`config.mk`:
```
export PLATFORM = sky130hd
export DESIGN_NAME = allele_frequency_selection_drift
export DESIGN_NICKNAME = d
export VERILOG_FILES = /design/src/design/afsd_pkg.sv /design/src/design/afsd_cfg.sv /design/src/design/afsd_mul.sv /design/src/design/afsd_div.sv /design/src/design/allele_frequency_selection_drift.sv
export SDC_FILE = /design/constraint.sdc
export NUM_CORES = 2
export LEC_CHECK = 0
export ABC_AREA = 0
export BUFFER_PORTS_ARGS = -buffer_cell sky130_fd_sc_hd__buf_4
export CAP_MARGIN = 20
export CORE_MARGIN = 8
export CORE_UTILIZATION = 45
export DETAILED_ROUTE_END_ITERATION = 8
export GPL_ROUTABILITY_DRIVEN = 1
export PLACE_DENSITY_LB_ADDON = 0.05
export SLEW_MARGIN = 20
export SYNTH_ARGS = -nofsm -noshare
export SYNTH_HDL_FRONTEND = slang
export SYNTH_HIERARCHICAL = 1
export SYNTH_SLANG_ARGS = --single-unit
```
`constraint.sdc`:
```
create_clock -name clk -period 11.4 [get_ports clk]
set_input_delay 0.57 -clock clk [delete_from_list [all_inputs] [get_ports clk]]
set_output_delay 0.57 -clock clk [all_outputs]
set_load 0.01 [all_outputs]
```
`src/design/afsd_pkg.sv`:
```
// Shared constants, types and helpers for the allele frequency selection/drift block.
// Used by every module of the block; no dependencies.
`default_nettype none
package afsd_pkg;

	localparam int FRAC_BITS = 16;
	localparam int FW        = FRAC_BITS + 1;
	localparam int CFG_W     = 17;
	localparam int CNT_W     = 24;
	localparam int PW        = (FW > CFG_W) ? FW : CFG_W;
	localparam int MW        = (FW + 2 > 19) ? FW + 2 : 19;
	localparam int PRW       = 2 * MW;
	localparam int AW        = 2 * FRAC_BITS + 3;
	localparam int DCW       = $clog2(FRAC_BITS + 1);
	localparam int RS_W      = 16;
	localparam int OUT_FW    = 17;
	localparam int OUT_DW    = 48;

	localparam logic [FW-1:0] ONE = {1'b1, {FRAC_BITS{1'b0}}};
	localparam int INIT_RST       = 32768;
	localparam logic [FW-1:0] FREQ_RST = (INIT_RST > 2**FRAC_BITS) ? ONE : FW'(INIT_RST);

	typedef enum logic [2:0] {
		REG_INIT      = 3'd0,
		REG_PEN_DOM   = 3'd1,
		REG_PEN_HET   = 3'd2,
		REG_PEN_REC   = 3'd3,
		REG_AMP       = 3'd4,
		REG_GEN_COUNT = 3'd5
	} reg_index_t;

	typedef struct packed {
		logic [FW-1:0]    init_p;
		logic [FW-1:0]    fit_dom;
		logic [FW-1:0]    fit_het;
		logic [FW-1:0]    fit_rec;
		logic [CFG_W-1:0] amp;
		logic [CNT_W-1:0] last_idx;
	} cfg_t;

	function automatic logic [FW-1:0] clamp_one(input logic [PW-1:0] v);
		logic [PW-1:0] one_w;
		one_w = PW'(ONE);
		return (v > one_w) ? ONE : v[FW-1:0];
	endfunction

endpackage
`default_nettype wire

```
`src/design/afsd_cfg.sv`:
```
// Configuration register file: takes register writes and derives fitness values.
// Depends on afsd_pkg.
`default_nettype none
module afsd_cfg (
	input  wire logic                      clk,
	input  wire logic                      arst_n,
	input  wire logic                      cfg_valid,
	input  wire logic [2:0]                cfg_index,
	input  wire logic [afsd_pkg::CNT_W-1:0] cfg_data,
	output afsd_pkg::cfg_t                 cfg
);
	import afsd_pkg::*;

	logic [CFG_W-1:0] init_q, pen_dom_q, pen_het_q, pen_rec_q, amp_q;
	logic [CNT_W-1:0] count_q;

	always_ff @(posedge clk or negedge arst_n) begin
		if (!arst_n) begin
			init_q    <= CFG_W'(INIT_RST);
			pen_dom_q <= '0;
			pen_het_q <= '0;
			pen_rec_q <= '0;
			amp_q     <= '0;
			count_q   <= CNT_W'(1);
		end else if (cfg_valid) begin
			unique case (reg_index_t'(cfg_index))
				REG_INIT:      init_q    <= cfg_data[CFG_W-1:0];
				REG_PEN_DOM:   pen_dom_q <= cfg_data[CFG_W-1:0];
				REG_PEN_HET:   pen_het_q <= cfg_data[CFG_W-1:0];
				REG_PEN_REC:   pen_rec_q <= cfg_data[CFG_W-1:0];
				REG_AMP:       amp_q     <= cfg_data[CFG_W-1:0];
				REG_GEN_COUNT: count_q   <= cfg_data;
				default: ;
			endcase
		end
	end

	always_comb begin
		cfg.init_p   = clamp_one(PW'(init_q));
		cfg.fit_dom  = ONE - clamp_one(PW'(pen_dom_q));
		cfg.fit_het  = ONE - clamp_one(PW'(pen_het_q));
		cfg.fit_rec  = ONE - clamp_one(PW'(pen_rec_q));
		cfg.amp      = amp_q;
		cfg.last_idx = count_q - CNT_W'(1);
	end

endmodule
`default_nettype wire

```
`src/design/afsd_mul.sv`:
```
// Shared signed multiplier with a registered product.
// Depends on afsd_pkg.
`default_nettype none
module afsd_mul (
	input  wire logic                           clk,
	input  wire logic signed [afsd_pkg::MW-1:0]  a,
	input  wire logic signed [afsd_pkg::MW-1:0]  b,
	output logic signed [afsd_pkg::PRW-1:0]      prod_q
);
	import afsd_pkg::*;

	always_ff @(posedge clk) begin
		prod_q <= a * b;
	end

endmodule
`default_nettype wire

```
`src/design/afsd_div.sv`:
```
// Restoring divider, one quotient bit per cycle, FRAC_BITS fraction bits.
// Depends on afsd_pkg.
`default_nettype none
module afsd_div (
	input  wire logic                    clk,
	input  wire logic                    arst_n,
	input  wire logic                    start,
	input  wire logic [afsd_pkg::AW-1:0] num,
	input  wire logic [afsd_pkg::AW-1:0] den,
	output logic                         done,
	output logic [afsd_pkg::FW-1:0]      quot
);
	import afsd_pkg::*;

	logic            busy_q, done_q;
	logic [DCW-1:0]  cnt_q;
	logic [AW-1:0]   rem_q, den_q;
	logic [FW-1:0]   quot_q;
	logic            first_bit;
	logic [AW:0]     rem2;
	logic            sub_ok;

	always_comb begin
		first_bit = (num >= den);
		rem2      = {rem_q, 1'b0};
		sub_ok    = (rem2 >= {1'b0, den_q});
	end

	always_ff @(posedge clk or negedge arst_n) begin
		if (!arst_n) begin
			busy_q <= 1'b0;
			done_q <= 1'b0;
			cnt_q  <= '0;
		end else begin
			done_q <= 1'b0;
			if (start) begin
				busy_q <= 1'b1;
				cnt_q  <= DCW'(FRAC_BITS);
			end else if (busy_q) begin
				cnt_q <= cnt_q - DCW'(1);
				if (cnt_q == DCW'(1)) begin
					busy_q <= 1'b0;
					done_q <= 1'b1;
				end
			end
		end
	end

	always_ff @(posedge clk) begin
		if (start) begin
			den_q  <= den;
			rem_q  <= first_bit ? (num - den) : num;
			quot_q <= FW'(first_bit);
		end else if (busy_q) begin
			rem_q  <= sub_ok ? AW'(rem2 - {1'b0, den_q}) : rem2[AW-1:0];
			quot_q <= {quot_q[FW-2:0], sub_ok};
		end
	end

	assign done = done_q;
	assign quot = quot_q;

endmodule
`default_nettype wire

```
`src/design/allele_frequency_selection_drift.sv`:
```
// Allele frequency under Hardy-Weinberg selection with genetic drift: top level.
// Uses afsd_pkg, afsd_cfg, afsd_mul and afsd_div.
// Each accepted item is one generation and passes through these steps before the next
// can be taken (a new frequency fixed at 0 or 1 gets no drift, and zero total fitness
// skips division and drift): seven steps on the one shared multiplier for the
// genotype terms, the bit-serial divider that forms p' = num / W, the drift product
// and its sum, loading the result register once it is free, and the idle state with
// s_tready high in which the next item is taken.
// The result register frees the input side while a result waits to be taken.
`default_nettype none
module allele_frequency_selection_drift (
	input  wire logic                          clk,
	input  wire logic                          arst_n,
	input  wire logic                          s_tvalid,
	output logic                               s_tready,
	input  wire logic [afsd_pkg::RS_W-1:0]     s_tdata,   // [15:0] random_sample
	input  wire logic                          s_tuser,   // [0] restart
	output logic                               m_tvalid,
	input  wire logic                          m_tready,
	output logic [afsd_pkg::OUT_DW-1:0]        m_tdata,   // [16:0] frequency, [40:17] generation_index
	output logic                               m_tlast,
	output logic                               m_tuser,   // [0] zero_fitness
	input  wire logic                          cfg_valid,
	output logic                               cfg_ready,
	input  wire logic [2:0]                    cfg_index,
	input  wire logic [afsd_pkg::CNT_W-1:0]    cfg_data
);
	import afsd_pkg::*;

	typedef enum logic [2:0] {
		ST_IDLE, ST_MUL, ST_DIV, ST_DRIFT, ST_ADJ, ST_DONE
	} state_t;

	state_t              state_q;
	logic [2:0]          step_q;
	logic [FW-1:0]       freq_q, p_q, pp_q, pq_q, qq_q, newp_q;
	logic [CNT_W-1:0]    gen_q, idx_q;
	logic                last_q, zero_q;
	logic [RS_W-1:0]     r_q;
	logic [AW-1:0]       acc_q, w_q;
	logic                out_valid_q, out_last_q, out_zero_q;
	logic [OUT_FW-1:0]   out_freq_q;
	logic [CNT_W-1:0]    out_idx_q;

	cfg_t                     cfg;
	logic signed [MW-1:0]     mul_a, mul_b;
	logic signed [PRW-1:0]    prod_q;
	logic                     div_start, div_done;
	logic [FW-1:0]            div_quot;
	logic [FW-1:0]            q_val, quot_c, adj_p;
	logic [AW-1:0]            prod_lo, w_next;
	logic signed [PRW-1:0]    adj_sum;
	logic signed [17:0]       drift_a;
	logic                     accept, out_free;
	logic [FW-1:0]            start_p;
	logic [CNT_W-1:0]         start_gen;

	afsd_cfg u_cfg (
		.clk       (clk),
		.arst_n    (arst_n),
		.cfg_valid (cfg_valid),
		.cfg_index (cfg_index),
		.cfg_data  (cfg_data),
		.cfg       (cfg)
	);

	afsd_mul u_mul (
		.clk    (clk),
		.a      (mul_a),
		.b      (mul_b),
		.prod_q (prod_q)
	);

	afsd_div u_div (
		.clk    (clk),
		.arst_n (arst_n),
		.start  (div_start),
		.num    (acc_q),
		.den    (w_next),
		.done   (div_done),
		.quot   (div_quot)
	);

	always_comb begin
		q_val     = ONE - p_q;
		drift_a   = $signed({1'b0, r_q, 1'b0}) - 18'sd65536;
		prod_lo   = prod_q[AW-1:0];
		w_next    = w_q + prod_lo;
		div_start = (state_q == ST_MUL) && (step_q == 3'd6) && (w_next != '0);
		quot_c    = clamp_one(PW'(div_quot));
		adj_sum   = $signed({{(PRW-FW){1'b0}}, newp_q}) + (prod_q >>> 16);
		if (adj_sum <= 0) begin
			adj_p = '0;
		end else if (adj_sum > $signed({{(PRW-FW){1'b0}}, ONE})) begin
			adj_p = ONE;
		end else begin
			adj_p = adj_sum[FW-1:0];
		end
		mul_a = '0;
		mul_b = '0;
		if (state_q == ST_MUL) begin
			unique case (step_q)
				3'd0: begin mul_a = $signed(MW'(p_q));  mul_b = $signed(MW'(p_q));        end
				3'd1: begin mul_a = $signed(MW'(p_q));  mul_b = $signed(MW'(q_val));      end
				3'd2: begin mul_a = $signed(MW'(q_val)); mul_b = $signed(MW'(q_val));     end
				3'd3: begin mul_a = $signed(MW'(pp_q)); mul_b = $signed(MW'(cfg.fit_dom)); end
				3'd4: begin mul_a = $signed(MW'(pq_q)); mul_b = $signed(MW'(cfg.fit_het)); end
				3'd5: begin mul_a = $signed(MW'(qq_q)); mul_b = $signed(MW'(cfg.fit_rec)); end
				default: ;
			endcase
		end else if (state_q == ST_DRIFT) begin
			mul_a = {{(MW-18){drift_a[17]}}, drift_a};
			mul_b = $signed(MW'(cfg.amp));
		end
	end

	assign s_tready  = (state_q == ST_IDLE);
	assign accept    = s_tvalid && s_tready;
	assign out_free  = !out_valid_q || m_tready;
	assign start_p   = s_tuser ? cfg.init_p : freq_q;
	assign start_gen = s_tuser ? '0 : gen_q;
	assign cfg_ready = 1'b1;

	always_ff @(posedge clk or negedge arst_n) begin
		if (!arst_n) begin
			state_q     <= ST_IDLE;
			step_q      <= '0;
			freq_q      <= FREQ_RST;
			gen_q       <= '0;
			out_valid_q <= 1'b0;
		end else begin
			if (out_valid_q && m_tready && state_q != ST_DONE) begin
				out_valid_q <= 1'b0;
			end
			unique case (state_q)
				ST_IDLE: begin
					if (accept) begin
						freq_q  <= start_p;
						gen_q   <= start_gen + CNT_W'(1);
						step_q  <= '0;
						state_q <= ST_MUL;
					end
				end
				ST_MUL: begin
					step_q <= step_q + 3'd1;
					if (step_q == 3'd6) begin
						state_q <= (w_next == '0) ? ST_DONE : ST_DIV;
					end
				end
				ST_DIV: begin
					if (div_done) begin
						if (quot_c == '0 || quot_c == ONE) begin
							freq_q  <= quot_c;
							state_q <= ST_DONE;
						end else begin
							state_q <= ST_DRIFT;
						end
					end
				end
				ST_DRIFT: state_q <= ST_ADJ;
				ST_ADJ: begin
					freq_q  <= adj_p;
					state_q <= ST_DONE;
				end
				ST_DONE: begin
					if (out_free) begin
						out_valid_q <= 1'b1;
						state_q     <= ST_IDLE;
					end
				end
				default: state_q <= ST_IDLE;
			endcase
		end
	end

	always_ff @(posedge clk) begin
		if (accept) begin
			p_q    <= start_p;
			idx_q  <= start_gen;
			last_q <= (start_gen == cfg.last_idx);
			r_q    <= s_tdata;
			zero_q <= 1'b0;
		end
		if (state_q == ST_MUL) begin
			unique case (step_q)
				3'd1: pp_q <= prod_q[FRAC_BITS +: FW];
				3'd2: pq_q <= prod_q[FRAC_BITS +: FW];
				3'd3: qq_q <= prod_q[FRAC_BITS +: FW];
				3'd4: acc_q <= prod_lo;
				3'd5: begin
					acc_q <= acc_q + prod_lo;
					w_q   <= acc_q + {prod_lo[AW-2:0], 1'b0};
				end
				3'd6: zero_q <= (w_next == '0);
				default: ;
			endcase
		end
		if (state_q == ST_DIV && div_done) begin
			newp_q <= quot_c;
		end
		if (state_q == ST_DONE && out_free) begin
			out_freq_q <= OUT_FW'(p_q);
			out_idx_q  <= idx_q;
			out_last_q <= last_q;
			out_zero_q <= zero_q;
		end
	end

	assign m_tvalid = out_valid_q;
	assign m_tdata  = {{(OUT_DW - OUT_FW - CNT_W){1'b0}}, out_idx_q, out_freq_q};
	assign m_tlast  = out_last_q;
	assign m_tuser  = out_zero_q;

	a_busy_not_ready: assert property (@(posedge clk) disable iff (!arst_n)
		(state_q != ST_IDLE) |-> !s_tready)
		else $error("input ready while a generation is in progress");

	a_freq_in_range: assert property (@(posedge clk) disable iff (!arst_n)
		freq_q <= ONE)
		else $error("allele frequency above one");

	a_div_done_state: assert property (@(posedge clk) disable iff (!arst_n)
		div_done |-> (state_q == ST_DIV))
		else $error("divider finished outside the divide state");

	a_accept_starts: assert property (@(posedge clk) disable iff (!arst_n)
		accept |=> (state_q == ST_MUL) && (step_q == 3'd0))
		else $error("accepted item did not start the multiply sequence");

	a_done_emits: assert property (@(posedge clk) disable iff (!arst_n)
		(state_q == ST_DONE && out_free) |=> m_tvalid && (state_q == ST_IDLE))
		else $error("finished generation did not produce a result");

endmodule
`default_nettype wire

```
==> run summary <==
Power Density - 315 nW/um^2
root buffer cell - clkbuf_16
die area - 116,000 um^2
most frequent cell after synthesis - inv_1
Final HPWL DP - 102,000 um
MaxCap Viol Count - 0
Routed Antenna Nets - 0
dominant cells by area after synthesis - edfxtp_1 20%, fa_1 16%, dfrtp_1 8.5%, ha_1 8.3%, inv_1 4.2%
CP peak stage delay - 810 ps
fillcell total - 9,881
Mapped Avg Cell Area - 9.71 um^2
CP Data Required Time - 11,990 ps
initial core utilization - 0.452
crit path DAT - 10,430 ps
Worst IR Drop VDD - 0.207 mV
DRC - 0
total CTS buffers - 57
sequential area share after synthesis - 0.306
CP top delay family - adder cells
CTS resizes - 0
TritonCTS clock tree - done
Syn-to-layout area delta - 9.17%
Leak - 0.0230 uW
vias in the first global route - 35,430
critical path buffer and inverter count - 2
drt pass-1 iters - 8
number of synthesized flops with an enable pin - 310
initial antenna violation count - 5
via/cell ratio - 5.59
WL per Instance - 20.8 um
global-route wire length before repair - 207,000 um
Die Span Y - 341 um
Crit Path Category - flip-flop to flip-flop
H-Tree Depth - 2
FF+latch count, synth - 529
clock sink count - 529
RSZ-0062 raised after global routing - false
routed via count - 35,639
Yosys cell types - 112
Yosys top cell area share - 0.196
total global routing overflow - 0
status - finished clean
diode count - 0
DP Worst Slack - 1620 ps
setup ws final - 1560 ps
Worst-path clk slew - 70 ps
clock insertion delay at the later pin of the skew report - 660 ps
fraction of layout cells with a size suffix above 1 - 0.0960
Worst setup EP type - flip-flop
Core ar. - 105,000 um^2
max-slew violations - 0
Total GRT Usage - 0.223
Final Cycle Share - 0.863
slowest stage cell, crit path - o21ai_1
skew final - 74.2 ps
Cells after Synth - 4,885
Synth Flop Type - edfxtp_1
Post-Route WL - 133,000 um
worst-case clock buffer depth - 3
Crit path top cell by count - fa_1
CP Launch Type - flip-flop
Post-CTS Hold Fix Bufs - 1
Ys Warns - 6
Nets - 5,678
biggest area consumer among synthesized cells - edfxtp_1
Die W - 341 um
num rows - 119
Async SR Flop Fraction - 0.310
largest net degree at the start of global routing - 69
worst hold path class - input pin to flip-flop
Worst-Margin Slew - 1160 ps
synthesized area - 47,400 um^2
Post-CTS Setup Repair Bufs - 0
Final Setup Violations - 0
Fin Hold WS - 90.1 ps
I/O Pins - 102
Synth top cells by count - 527 x inv_1, 461 x nand2_1, 375 x fa_1
fmax - 102 MHz
Crit Path Max Fanout - 8
initial DRC count - 2,689
Routability Congestion - 0.908
slew margin rel. - 0.229
setup TNS - 0 ps
Hold Vio Cnt, Final - 0
min Tclk post-route - 9840 ps
I/O Buffers - 93
-- state kept, by name (all words and copies together) (netlist names), 35 cells and up --
register / flops
acc_q: 35
u_div/den_q: 35
u_div/rem_q: 35
u_mul/prod_q: 38
w_q: 35
-- final timing paths --
| kind | startpoint | cells after the start | end | slack (ps) |
|---|---|---|---|---|
| setup / recovery | p_q[2] | 29 | u_mul/prod_q[37] | 1560 |
| hold / removal | s_tdata[5] | 1 | r_q[5] | 90 |
| setup reg to reg | p_q[2] | 29 | u_mul/prod_q[37] | 1560 |
| hold reg to reg | idx_q[15] | 0 | out_idx_q[15] | 420 |
| max in group asynchronous | arst_n | 3 | u_div/cnt_q[3] | 9680 |
| min in group asynchronous | arst_n | 2 | u_cfg/pen_rec_q[9] | 460 |
-- stage by stage --
stage | total power (uW) | std cells | instance area, um^2 | util
3_3_place_gp | 14400 | 6266 | 49800 | 0.474
5_1_grt | 17900 | 6380 | 51800 | 0.493
4_1_cts | 16400 | 6377 | 51800 | 0.493
3_5_place_dp | 14400 | 6268 | 49800 | 0.475
2_1_floorplan | 11400 | 4908 | 47500 | -
6_report | 16300 | 6380 | 51800 | 0.493
-- report_power, final --
part | total, uW | internal, uW | switching (uW)
logic | 11100 | 4400 | 6710
registers | 3300 | 2800 | 502
clock network | 1910 | 1100 | 813
total | 16300 | 8300 | 8020
-- final cells by class --
type | instances | area, um^2 | area share
Clock inverter | 35 | 399 | 0.00771
Inverter | 531 | 1990 | 0.0385
Clock buffer | 73 | 1540 | 0.0297
Tap cell | 1391 | 1740 | 0.0336
Sequential cell | 529 | 14500 | 0.280
Timing Repair Buffer | 168 | 1300 | 0.0251
Multi-Input combinational cell | 3653 | 30300 | 0.585
-- placed cells by master, fill, tap and decap left out, types with 87 or more instances in the layout --
| cell type | Yosys | routed |
|---|---|---|
| a21o_1 | 95 | 95 |
| a21oi_1 | 268 | 268 |
| and2_1 | 203 | 203 |
| buf_4 | 8 | 162 |
| dfrtp_1 | 161 | 161 |
| edfxtp_1 | 310 | 310 |
| fa_1 | 375 | 375 |
| ha_1 | 314 | 314 |
| inv_1 | 527 | 526 |
| mux2_2 | 133 | 133 |
| nand2_1 | 461 | 460 |
| nor2_1 | 254 | 249 |
| nor2b_1 | 87 | 87 |
| o21ai_0 | 233 | 215 |
| xnor2_1 | 164 | 164 |
| xor2_1 | 115 | 115 |
-- cell families (layout without fill, tap and decap cells) --
logic type	Yosys count	after routing	synth area share
and+or+nand+nor	1427	1427	0.151
AOI/OAI and AO/OA	1039	1039	0.146
buffers and inverters	726	807	0.0588
adders and majority gates	689	689	0.241
DFF	529	529	0.306
xor gates and xnor gates	279	279	0.0515
muxes	194	194	0.0448
other	2	25	0.000158
-- per-layer routing --
layer | vias to the layer above | wire (um) | global-route usage
met3 | 142 | 5490 | 0.0243
met1 | 17656 | 64400 | 0.329
met2 | 749 | 59800 | 0.354
met4 | 0 | 2900 | 0.0487
li1 | 17092 | - | -
met5 | - | 0 | 0
Power figures use the tool's default switching activity.
